--- config.mk ---
export PLATFORM = sky130hd
export DESIGN_NAME = sparse_row_block_packer
export DESIGN_NICKNAME = d
export VERILOG_FILES = /design/src/srbp_pkg.sv /design/src/srbp_ram.sv /design/src/srbp_collect.sv /design/src/sparse_row_block_packer.sv
export SDC_FILE = /design/constraint.sdc
export NUM_CORES = 1
export LEC_CHECK = 0
export BUFFER_PORTS_ARGS = -buffer_cell sky130_fd_sc_hd__clkbuf_2
export CORE_MARGIN = 4
export CORE_UTILIZATION = 55
export DETAILED_ROUTE_END_ITERATION = 8
export PLACE_DENSITY = 0.74
export SKIP_LAST_GASP = 1
export SYNTH_ARGS = -nofsm -noshare
export SYNTH_HDL_FRONTEND = slang
export SYNTH_HIERARCHICAL = 1
export SYNTH_SLANG_ARGS = --single-unit
--- constraint.sdc ---
create_clock -name clk -period 8.7 [get_ports clk]
set_input_delay 1.74 -clock clk [delete_from_list [all_inputs] [get_ports clk]]
set_output_delay 1.74 -clock clk [all_outputs]
set_load 0.05 [all_outputs]
--- src/srbp_pkg.sv ---
package srbp_pkg;

    localparam int LANES       = 8;
    localparam int LANE_W      = $clog2(LANES);
    localparam int FILL_W      = $clog2(LANES + 1);
    localparam int ROW_W       = 24;
    localparam int COL_W       = 24;
    localparam int VAL_W       = 32;
    localparam int LANE_PORT_W = 4;
    localparam int RUN_W       = 5;

    // Write requests from the collector to the two packet RAMs.
    typedef struct packed {
        logic              entry_we;
        logic [LANE_W-1:0] entry_addr;
        logic              run_we;
        logic [LANE_W-1:0] run_addr;
        logic [RUN_W-1:0]  run_data;
    } ram_wr_t;

    // Packet status held by the collector and read by the emit sequencer.
    typedef struct packed {
        logic              close;
        logic [FILL_W-1:0] fill;
        logic [LANE_W-1:0] run_count;
        logic              new_row;
    } pkt_status_t;

endpackage

--- src/srbp_ram.sv ---
module srbp_ram #(
    parameter int WIDTH = 8,
    parameter int DEPTH = 8
) (
    input  logic                     clk,
    input  logic                     wr_en,
    input  logic [$clog2(DEPTH)-1:0] wr_addr,
    input  logic [WIDTH-1:0]         wr_data,
    input  logic [$clog2(DEPTH)-1:0] rd_addr,
    output logic [WIDTH-1:0]         rd_data
);

    logic [WIDTH-1:0] mem [DEPTH];

    always_ff @(posedge clk)
    begin
        if (wr_en)
        begin
            mem[wr_addr] <= wr_data;
        end
        rd_data <= mem[rd_addr];
    end

endmodule

--- src/srbp_collect.sv ---
module srbp_collect
    import srbp_pkg::*;
(
    input  logic             clk,
    input  logic             rst_n,
    input  logic             accept,
    input  logic [ROW_W-1:0] row,
    input  logic             final_entry,
    input  logic             emit_done,
    input  logic             cfg_write,
    input  logic [ROW_W-1:0] cfg_data,
    output ram_wr_t          ram_wr,
    output pkt_status_t      status
);

    logic [FILL_W-1:0] fill_reg, fill_next;
    logic [LANE_W-1:0] run_reg, run_next;
    logic [ROW_W-1:0]  cur_row_reg;
    logic [ROW_W-1:0]  prev_row_reg, prev_row_next;
    logic              new_row_reg, new_row_next;
    logic              first;
    logic              close;

    assign first = (fill_reg == '0);
    assign close = accept && ((fill_reg == FILL_W'(LANES - 1)) || final_entry);

    always_comb
    begin
        fill_next     = fill_reg;
        run_next      = run_reg;
        new_row_next  = new_row_reg;
        prev_row_next = prev_row_reg;
        if (cfg_write)
        begin
            prev_row_next = cfg_data;
        end
        if (emit_done)
        begin
            fill_next = '0;
            run_next  = '0;
        end
        if (accept)
        begin
            fill_next = fill_reg + FILL_W'(1);
            if (first)
            begin
                new_row_next = (row != prev_row_reg);
                run_next     = '0;
            end
            else if (row != cur_row_reg && run_reg != LANE_W'(LANES - 1))
            begin
                run_next = run_reg + LANE_W'(1);
            end
            if (close)
            begin
                prev_row_next = row;
            end
        end
    end

    always_ff @(posedge clk or negedge rst_n)
    begin
        if (!rst_n)
        begin
            fill_reg     <= '0;
            run_reg      <= '0;
            cur_row_reg  <= '0;
            prev_row_reg <= '0;
            new_row_reg  <= 1'b0;
        end
        else
        begin
            fill_reg     <= fill_next;
            run_reg      <= run_next;
            new_row_reg  <= new_row_next;
            prev_row_reg <= prev_row_next;
            if (accept)
            begin
                cur_row_reg <= row;
            end
        end
    end

    // The run end of the current run is rewritten with every entry it gains.
    assign ram_wr.entry_we   = accept;
    assign ram_wr.entry_addr = fill_reg[LANE_W-1:0];
    assign ram_wr.run_we     = accept;
    assign ram_wr.run_addr   = run_next;
    assign ram_wr.run_data   = RUN_W'(fill_reg) + RUN_W'(1);

    assign status.close     = close;
    assign status.fill      = fill_reg;
    assign status.run_count = run_reg;
    assign status.new_row   = new_row_reg;

endmodule

--- src/sparse_row_block_packer.sv ---
// Sparse row block packer.
// Row-sorted sparse entries (row, column, value, final_entry) enter one item
// per cycle on the input channel (in_valid / in_stall). They collect into a
// packet of LANES entries; the packet closes when it is full or when an item
// carries final_entry, in which case the remaining lanes are zero padding.
// A closed packet leaves on the output channel as LANES items, one per lane
// in lane order, each with its column, value, run end offset, the packet's
// new-row flag and packet_end on the last lane.
// Entries and run ends sit in two small RAMs with a registered read port.
// After the closing entry, emission starts with the RAM read of lane zero;
// then, lane by lane, the output register loads and the lane is offered
// until taken, and while it is taken the read of the following lane is
// issued. The input channel stalls for the whole emission.
// Output stall holds the current lane item unchanged; the block moves on to
// the next lane only when the current lane is taken.
// Reset clears the packet, the run tracking and the previous row (to zero).
// A write on cfg_write loads cfg_data as the previous packet row; the
// user must make it while the block is idle; the block does not enforce it.
module sparse_row_block_packer
    import srbp_pkg::*;
(
    input  logic                   clk,
    input  logic                   rst_n,
    input  logic                   cfg_write,
    input  logic [ROW_W-1:0]       cfg_data,
    input  logic                   in_valid,
    output logic                   in_stall,
    input  logic [ROW_W-1:0]       row,
    input  logic [COL_W-1:0]       column,
    input  logic [VAL_W-1:0]       value,
    input  logic                   final_entry,
    output logic                   out_valid,
    input  logic                   out_stall,
    output logic [LANE_PORT_W-1:0] lane,
    output logic [COL_W-1:0]       lane_column,
    output logic [VAL_W-1:0]       lane_value,
    output logic [RUN_W-1:0]       run_end,
    output logic                   new_row,
    output logic                   packet_end
);

    typedef enum logic [1:0] {
        ST_COLLECT,
        ST_READ,
        ST_LOAD,
        ST_SEND
    } state_t;

    state_t              state_reg;
    logic [LANE_W-1:0]   lane_reg;
    logic                accept;
    logic                emit_done;
    logic                out_take;
    ram_wr_t             ram_wr;
    pkt_status_t         status;
    logic [LANE_W-1:0]   rd_addr;
    logic [COL_W+VAL_W-1:0] entry_rdata;
    logic [RUN_W-1:0]    run_rdata;
    logic                lane_filled;
    logic                lane_in_run;
    logic                last_lane;

    assign in_stall  = (state_reg != ST_COLLECT);
    assign accept    = in_valid && !in_stall;
    assign out_take  = out_valid && !out_stall;
    assign last_lane = (lane_reg == LANE_W'(LANES - 1));
    assign emit_done = (state_reg == ST_SEND) && out_take && last_lane;

    srbp_collect u_collect (
        .clk         (clk),
        .rst_n       (rst_n),
        .accept      (accept),
        .row         (row),
        .final_entry (final_entry),
        .emit_done   (emit_done),
        .cfg_write   (cfg_write),
        .cfg_data    (cfg_data),
        .ram_wr      (ram_wr),
        .status      (status)
    );

    // While a lane is taken, the read of the following lane is issued.
    assign rd_addr = (state_reg == ST_SEND) ? lane_reg + LANE_W'(1) : lane_reg;

    srbp_ram #(
        .WIDTH (COL_W + VAL_W),
        .DEPTH (LANES)
    ) u_entry_ram (
        .clk     (clk),
        .wr_en   (ram_wr.entry_we),
        .wr_addr (ram_wr.entry_addr),
        .wr_data ({column, value}),
        .rd_addr (rd_addr),
        .rd_data (entry_rdata)
    );

    srbp_ram #(
        .WIDTH (RUN_W),
        .DEPTH (LANES)
    ) u_run_ram (
        .clk     (clk),
        .wr_en   (ram_wr.run_we),
        .wr_addr (ram_wr.run_addr),
        .wr_data (ram_wr.run_data),
        .rd_addr (rd_addr),
        .rd_data (run_rdata)
    );

    // Lanes beyond the fill count are padding; lanes beyond the last run
    // report the fill count as their run end.
    assign lane_filled = (FILL_W'(lane_reg) < status.fill);
    assign lane_in_run = (lane_reg <= status.run_count);

    always_ff @(posedge clk or negedge rst_n)
    begin
        if (!rst_n)
        begin
            state_reg   <= ST_COLLECT;
            lane_reg    <= '0;
            out_valid   <= 1'b0;
            lane        <= '0;
            lane_column <= '0;
            lane_value  <= '0;
            run_end     <= '0;
            new_row     <= 1'b0;
            packet_end  <= 1'b0;
        end
        else
        begin
            unique case (state_reg)
                ST_COLLECT:
                begin
                    if (status.close)
                    begin
                        lane_reg  <= '0;
                        state_reg <= ST_READ;
                    end
                end
                ST_READ:
                begin
                    state_reg <= ST_LOAD;
                end
                ST_LOAD:
                begin
                    out_valid   <= 1'b1;
                    lane        <= LANE_PORT_W'(lane_reg);
                    lane_column <= lane_filled ? entry_rdata[COL_W+VAL_W-1:VAL_W] : '0;
                    lane_value  <= lane_filled ? entry_rdata[VAL_W-1:0] : '0;
                    run_end     <= lane_in_run ? run_rdata : RUN_W'(status.fill);
                    new_row     <= status.new_row;
                    packet_end  <= last_lane;
                    state_reg   <= ST_SEND;
                end
                ST_SEND:
                begin
                    if (out_take)
                    begin
                        out_valid <= 1'b0;
                        if (last_lane)
                        begin
                            state_reg <= ST_COLLECT;
                        end
                        else
                        begin
                            lane_reg  <= lane_reg + LANE_W'(1);
                            state_reg <= ST_LOAD;
                        end
                    end
                end
                default:
                begin
                    state_reg <= ST_COLLECT;
                end
            endcase
        end
    end

endmodule

Yosys cells after proc, flatten, opt, wreduce, memory -nomap -nowiden --
Memory sizes are Yosys's and may differ from the RTL's. A register that Yosys moved wholly into a read port is not among the register bits. Index checks and enable logic that the tools add are counted. Widths: inputs -> output; s select.
Cells by class: add/subtract/negate cells 4, $lt $le $gt $ge 2, eq/ne operators 11, multiplexer cells 25, reductions and logical operators 19
Operators with widths (count):
- $mux 24 | 4
- $ne 24x24->1 | 2
- $mux 32 | 1
- $mux 3 | 8
- $mux 4 | 2
- $pmux 2 s4 | 1
- $reduce_bool 2->1 | 4
- $add 3x1->3 const B | 2
- $logic_and 1x1->1 | 6
- $mux 2 | 3
- $pmux 3 s2 | 1
- $reduce_and 2->1 | 3
- $add 4x1->5 const B | 1
- $mux 5 | 1
- $add 4x1->4 const B | 1
- $eq 2x2->1 const B | 2
- $eq 4x3->1 const B | 1
- $logic_not 4->1 | 1
- $lt 3x4->1 | 1
- $ne 2x2->1 const B | 2
- $reduce_and 4->1 | 1
- $eq 3x3->1 const B | 1
- $le 3x3->1 | 1
- $mux 1 | 3
- 7 further kinds | 8
Word-level totals: flip-flop bits (word level) 128, bits in writable memories 488, bits of input ports 110, output and inout port bits 69, logic and storage cells 77, memories kept 2
Memory list:
- u_entry_ram.mem | words 8, width 56, rd ports 1, clocked after Yosys merged registers in 1, wr ports 1, line srbp_ram.sv:13 | logic [WIDTH-1:0] mem [DEPTH];
- u_run_ram.mem | words 8, width 5, rd ports 1, clocked after Yosys merged registers in 1, wr ports 1, line srbp_ram.sv:13

Longest topological paths before layout --
Gate-level depths: netlist of run 1.
depth after elaboration 8, gate-level depth with buffers 13, mapped depth without buffers 9

Cells and area by module --
The synthesis of run 1 kept the hierarchy.
Modules (own cells, without submodules):
- srbp_ram at u_entry_ram | instances 1, cells each 716, area each 17974.7 um^2, seq. area each 14574.0 um^2
- sparse_row_block_packer | instances 1, cells each 341, area each 3370.7 um^2, seq. area each 1801.7 um^2
- srbp_collect | instances 1, cells each 274, area each 3014.1 um^2, seq. area each 1401.3 um^2
- srbp_ram at u_run_ram | instances 1, cells each 75, area each 1694.1 um^2, seq. area each 1301.2 um^2

Worst setup path before layout of run 1 --
OpenSTA, ideal clock, no wires.
path type input -> register, start point input in_valid, end point memory u_entry_ram/mem[4][0] in the netlist's numbering, enable pin, arrival time 5901 ps, data required time 8161 ps, path slack 2260 ps, cell stages on the path 4, path buffers 1, path through and2_1 > buf_4 > nand2_1 > nor3_1
RTL lines:
- from (decl) | line sparse_row_block_packer.sv:26 | input logic in_valid,
- to (decl) | line srbp_ram.sv:13

Worst setup path in the final report of run 1 --
start point input in_valid, end point memory u_entry_ram/mem[1][22] in the netlist's numbering, enable pin
Between the ends: word-level cells in the longest chain between the ends 3
Ends and longest elaborated chain:
- $logic_and 1x1->1 | line sparse_row_block_packer.sv:64 | assign accept = in_valid && !in_stall;
- named net accept | line sparse_row_block_packer.sv:51 | logic accept;
- $mux 1 | line srbp_ram.sv:17 | if (wr_en)
- $mux 1 (implied by the code) | line srbp_ram.sv:19 | mem[wr_addr] <= wr_data;
The timed path passes the listed nets, and every way through them passes these cells.

==> flow_summary.ini, run 1 <==
[synth]
synth-adder-area-share_pct = 0.576
synth_edf_count = 488
yosys_most_used_dff = edfxtp_1
synth.mux.area_fraction_pct = 15.6
ys_top_cells_by_count = edfxtp_1 (488), nor2_1 (156), dfrtp_1 (128), mux4_2 (112), mux2_2 (88)
synth_top_family_by_area = multiplexers
ys_types = 49
synthXorXnorAreaFrac_pct = 1.68
yosysSeqAreaShare_pct = 73.2
ys_seq_elements = 677
synthArstFlopShare_pct = 18.9
syn_avg_cell_area_um2 = 18.5
synthSimpleGateAreaFrac_pct = 5.83
synth_compound_area_share_pct = 1.13
synth.most_common_cell = edfxtp_1
synth_area_leaders = edfxtp_1 (56%), dfrtp_1 (12%), mux4_2 (9.7%), dfxtp_1 (4.7%), mux2_2 (3.8%)
synth_fp_nets = 1528
synth_top_cell_area_share_pct = 56.2
yosys_warnings = 6
syn_inst = 1406
yosysTopAreaCell = edfxtp_1
netlist_area_um2 = 26100

[grt]
grt_usage_pct = 20.1
grt-ovfl-total = 0
grt_first_pass_wirelength_mm = 77.9
grt_max_degree = 92
antenna_found_initial = 10
grt_pass1_vias = 13400

[setup_path]
cp-end-kind = register
rr_startpoint = state_reg[1]
rrSetupSlack_ns = 5.11
crit_path_max_fanout = 38
r2r-end = u_entry_ram/rd_data[36]
critPathRequiredTime_ns = 8.93
rr_worst_depth = 7
arrival_ns = 4.16
critical_path_class = in2reg
start_kind = input port

[sta]
rsz0062_at_grt = no
worst_slew_pin_slew_ns = 1.09
relSlewSlack_pct = 27.3
slew_violations = 0
fmax_mhz = 254
layout_worst_path_cycle_share_pct = 45.2
min_period_ns = 3.94
timing.hold.ws_ns = 0.457
clock_skew_ns = 0.0244
fin_tns_setup_ns = 0
final-setup-viol-count = 0
hold_viol_final = 0

[drt]
ant_nets = 0
drt_iter0_markers = 1041
route.detailed.drc = 0
wl_mm = 50.2
first_pass_iters = 7
wl_per_cell_um = 22.2
vias = 12700
vias_per_cell = 5.62

[clocking]
ctsHtreeMaxLevel = 3
cts_made_buffers = 67
worstSkewPairLatency_ns = 0.59
cts_tree = yes
cts_resized = 0
post-cts-setup-buffer-count = 0
clkTransAtPathRegs_ns = 0.06
clockBufferDepth = 3
cts_sinks = 677
cts-root-buf = clkbuf_16
hold_buffers = 0

[layout]
finish.utilization_pct = 63.3
multi_input_area_um2 = 6550
largest_register = u_entry_ram/mem
synthToLayoutAreaGrowth_pct = 13.4
layout-drive-gt1-share_pct = 33.4
design_area_um2 = 29500
fill_cells = 3215
reg.largest.list = u_entry_ram/mem: 448 flops, u_entry_ram/rd_data: 56 flops, u_run_ram/mem: 40 flops
largest_reg_flops = 448
regArea_um2 = 19100
nets = 1716

[floorplanning]
initial_core_util_pct = 55.8
std_cell_rows = 79
ioPinCount = 179
core_area_um2 = 46700
die_h_um = 226
fp.dieArea_um2 = 50900
die_w_um = 226

[worst_hold_path]
holdPathStages = 2
hold_path.class = reg2reg
hold_end = run_end[4]
hp-start = u_run_ram/rd_data[4]

[place]
io_buffers = 177
place_area_um2 = 27500
gp_congestion = 0.788
dp_hpwl_mm = 29.0

[power_and_ir_drop]
irDropWorstVdd_mv = 0.359
p_per_area_nw_per_um2 = 336
p_leak_nw = 10.6
finalPower_mw = 9.94

[run]
maxCapViolations = 0

[outcome]
status = complete, no violations
worst max-delay path, stage by stage:
cell and delay, ns:
clkbuf_2 0.07, and2_1 0.10, buf_4 0.42, nand2b_1 0.33, nor2_4 0.90, buf_4 0.55
cells in the final DEF, fill, tap and decap left out, drive strengths merged, types with 2 or more instances in the layout:
cell    synthesis  routed
a21o            3       3
a21oi          28      28
a22o            2       2
and3            4       4
buf            46      18
clkbuf         29     273
clkinv          0      20
dfrtp         128     128
dfxtp          61      61
diode           0       3
edfxtp        488     488
ha             12      12
inv            13      16
mux2           89      89
mux2i          28      28
mux4          122     122
nand2          34      34
nand2b         10      10
nand3           2       2
nand3b          2       2
nand4           8       8
nor2          157     157
nor3           61      61
nor4            7       7
o21ai          11      11
xnor2          31      31
xor2           19      19
stage by stage:
step | setup slack (ns) | std cells
3_5_place_dp | 4.15 | 2132
2_1_floorplan | 2.26 | 1406
3_3_place_gp | 4.15 | 2132
5_1_grt | 4.64 | 2257
6_report | 4.76 | 2257
4_1_cts | 4.75 | 2254
cells by family after synthesis:
family          after synthesis
buf+inv                      88
flops                       677
mux                         239
compound gates               49
simple gates                290
xor+xnor                     50
other cells                   1
fa+ha+maj                    12
worst max-delay path by stage:
| stage | end | slack, ns | start | cells past startpoint |
|---|---|---|---|---|
| floorplan | u_entry_ram/mem[4][0] | 2.26 | in_valid | 4 |
| finish | u_entry_ram/mem[1][22] | 4.76 | in_valid | 6 |
| CTS | u_entry_ram/mem[1][8] | 4.75 | in_valid | 6 |
| global placement | u_entry_ram/mem[1][20] | 4.15 | in_valid | 6 |
| detailed placement | u_entry_ram/mem[1][20] | 4.15 | in_valid | 6 |
| global route | u_entry_ram/mem[1][7] | 4.64 | in_valid | 6 |
layer usage:
metal	vias up	track usage, %	routed length, µm
li1	5763	-	-
met1	6503	26.8	20700
met2	334	33.4	25400
met3	80	4.99	2790
met4	14	5.65	1160
met5	-	0	95
layout make-up:
cell class	count	area share (%)
multi-input combinational	641	22.2
inverter	13	0.191
tap	607	2.57
antenna	3	0.0254
sequential	677	64.6
timing repair buffer	194	3.45
clock buffer	97	6.39
clock inverter	25	0.635
report_power, final:
part           total (mW)  leakage (nW)  internal [mW]  switching (mW)
clock                2.69          1.02           1.55            1.14
sequential           4.02          6.46           3.84           0.178
combinational        3.23          3.17           1.41            1.83
total                9.94          10.6           6.79            3.15
Note: power is estimated with default switching activity, not from simulation.
==> run 2: changes to the inputs <==
==> constraint.sdc (replaced) <==
create_clock -name clk -period 3.7 [get_ports clk]
set_input_delay 0.74 -clock clk [delete_from_list [all_inputs] [get_ports clk]]
set_output_delay 0.74 -clock clk [all_outputs]
set_load 0.05 [all_outputs]
==> run 2 against run 1 <==
  * First-iteration DRC count up 6.3%
  * Cell area up 1.8%
  * Sequential cell count unchanged
  * Critical path depth up 3
  * Register-to-register slack worse by 4.6 ns
  * Global-route usage up 1.4 points
  * Clock-buffer cell count down 7
  * Total power up 140%
  * Largest cell class unchanged
==> flow_summary.ini, run 2 (synthesized netlist as in run 1, its figures left out) <==
[sta]
relSlewSlack_pct = 39.2
fin_tns_setup_ns = 0
layout_worst_path_cycle_share_pct = 86.8
worst_slew_pin_slew_ns = 0.906
fin_ws_ns = 0.489
timing.hold.ws_ns = 0.169
hold_viol_final = 0
fmax_mhz = 311
final-setup-viol-count = 0
slew_violations = 0
clock_skew_ns = 0.0215
min_period_ns = 3.21
rsz0062_at_grt = no

[floorplanning]
initial_core_util_pct = 55.8
ioPinCount = 179
fp.dieArea_um2 = 50900
std_cell_rows = 79
core_area_um2 = 46700
die_w_um = 226
die_h_um = 226

[clocking]
cts_made_buffers = 67
cts_sinks = 677
clockBufferDepth = 3
clkTransAtPathRegs_ns = 0.06
cts-root-buf = clkbuf_16
post-cts-setup-buffer-count = 0
cts_resized = 0
ctsHtreeMaxLevel = 3
worstSkewPairLatency_ns = 0.58
hold_buffers = 0
cts_tree = yes

[layout]
final_cell_mix = edfxtp_1 (488), clkbuf_2 (176), nor2_1 (150)
reg.largest.list = u_entry_ram/mem: 448 flops, u_entry_ram/rd_data: 56 flops, u_run_ram/mem: 40 flops
design_area_um2 = 30100
synthToLayoutAreaGrowth_pct = 15.4
layout-drive-gt1-share_pct = 34.6
finish.utilization_pct = 64.4
final_common_cell = edfxtp_1
nets = 1733
fill_cells = 3161
stdcell_count = 2273
largest_reg_flops = 448
largest_register = u_entry_ram/mem

[setup_path]
crit_top_cell = nor2_1
critPathRequiredTime_ns = 3.92
slowest_delay_ns = 0.57
critical_path_class = reg2reg
crit_path_max_fanout = 11
start_kind = register
critical-path-slowest-cell = dfrtp_1
crit_chain = inv_1, ha_1, nor3b_2, nor2_1, nor4bb_1, a21o_2, mux2_1, nand2b_1, nor2_1
arrival_ns = 3.43
cp-end-kind = register

[drt]
route.detailed.drc = 0
drt_iter0_markers = 1107
vias_per_cell = 5.71
wl_per_cell_um = 23.5
first_pass_iters = 5
vias = 13000
wl_mm = 53.4
ant_nets = 0

[place]
place_area_um2 = 27800
dp_hpwl_mm = 30.2
dp_slack_ns = 0.449
gp_congestion = 0.780
dp.cells = 2149
io_buffers = 177

[power_and_ir_drop]
irDropWorstVdd_mv = 0.647
p_per_area_nw_per_um2 = 805
p_leak_nw = 10.9
finalPower_mw = 24.2

[grt]
grt-ovfl-total = 0
grt_first_pass_wirelength_mm = 82.7
grt_pass1_vias = 13800
met2_usage_pct = 35.2
grtUsageMet1_pct = 29.8
antenna_found_initial = 7
grt_max_degree = 65
grt.busiest_layer = met2
grt_usage_pct = 21.5
globalRouteMet3Util_pct = 4.69

[outcome]
status = complete, no violations

[worst_hold_path]
hold_path.class = in2async

[run]
maxCapViolations = 0
==> run 2: cell types whose count changed in the layout (fill, tap and decap cells not counted), moves of 3 or more <==
cell / delta
bufinv_16: +5
clkbuf_1: -8
clkbuf_16: +4
clkbuf_8: -3
clkinv_2: +4
buf_12: +18
==> run 2: per-layer routing <==
| layer | wire length [µm] | vias to the layer above |
|---|---|---|
| met5 | 60 | - |
| met4 | 1070 | 10 |
| met3 | 3320 | 85 |
| met2 | 26400 | 384 |
| met1 | 22600 | 6688 |
| li1 | - | 5806 |
==> run 2: path summary, 6_finish.rpt <==
| path | end | start | slack [ns] | cells after the start |
|---|---|---|---|---|
| max in group asynchronous | run_end[3] | rst_n | 2.72 | 2 |
| worst min-delay path | u_collect/prev_row_reg[5] | rst_n | 0.17 | 1 |
| worst max-delay path | u_run_ram/mem[2][1] | u_collect/fill_reg[0] | 0.49 | 9 |
| min in group clk | out_valid | out_stall | 0.43 | 3 |
| worst min register to register | new_row | u_collect/new_row_reg | 0.47 | 2 |
| worst max register to register | u_run_ram/mem[2][1] | u_collect/fill_reg[0] | 0.49 | 9 |
==> run 2: worst max-delay path, delay by kind of cell (launching register included) <==
family | cells | cell delay [ns]
adder cells (fa/ha/maj) | 1 | 0.21
AO/OA/AOI/OAI | 1 | 0.24
AND/OR/NAND/NOR | 5 | 1.10
buffers and inverters | 1 | 0.33
flip-flops | 1 | 0.57
multiplexers | 1 | 0.40
==> run 2: layout make-up <==
class	count	area (µm²)	share of cell area, %
antenna	3	7.51	0.0250
clock buffer	90	1920	6.38
clock inverter	31	318	1.06
inverter	13	56.3	0.187
multi-input combinational	641	6560	21.8
sequential	677	19100	63.4
tap	607	759	2.53
timing repair buffer	211	1370	4.56
==> run 2: power by group <==
group          internal (mW)  total [mW]  switching [mW]
clock network           4.07        6.81            2.74
registers               9.03        9.47           0.440
logic                   3.49        7.91            4.42
total                   16.6        24.2            7.61
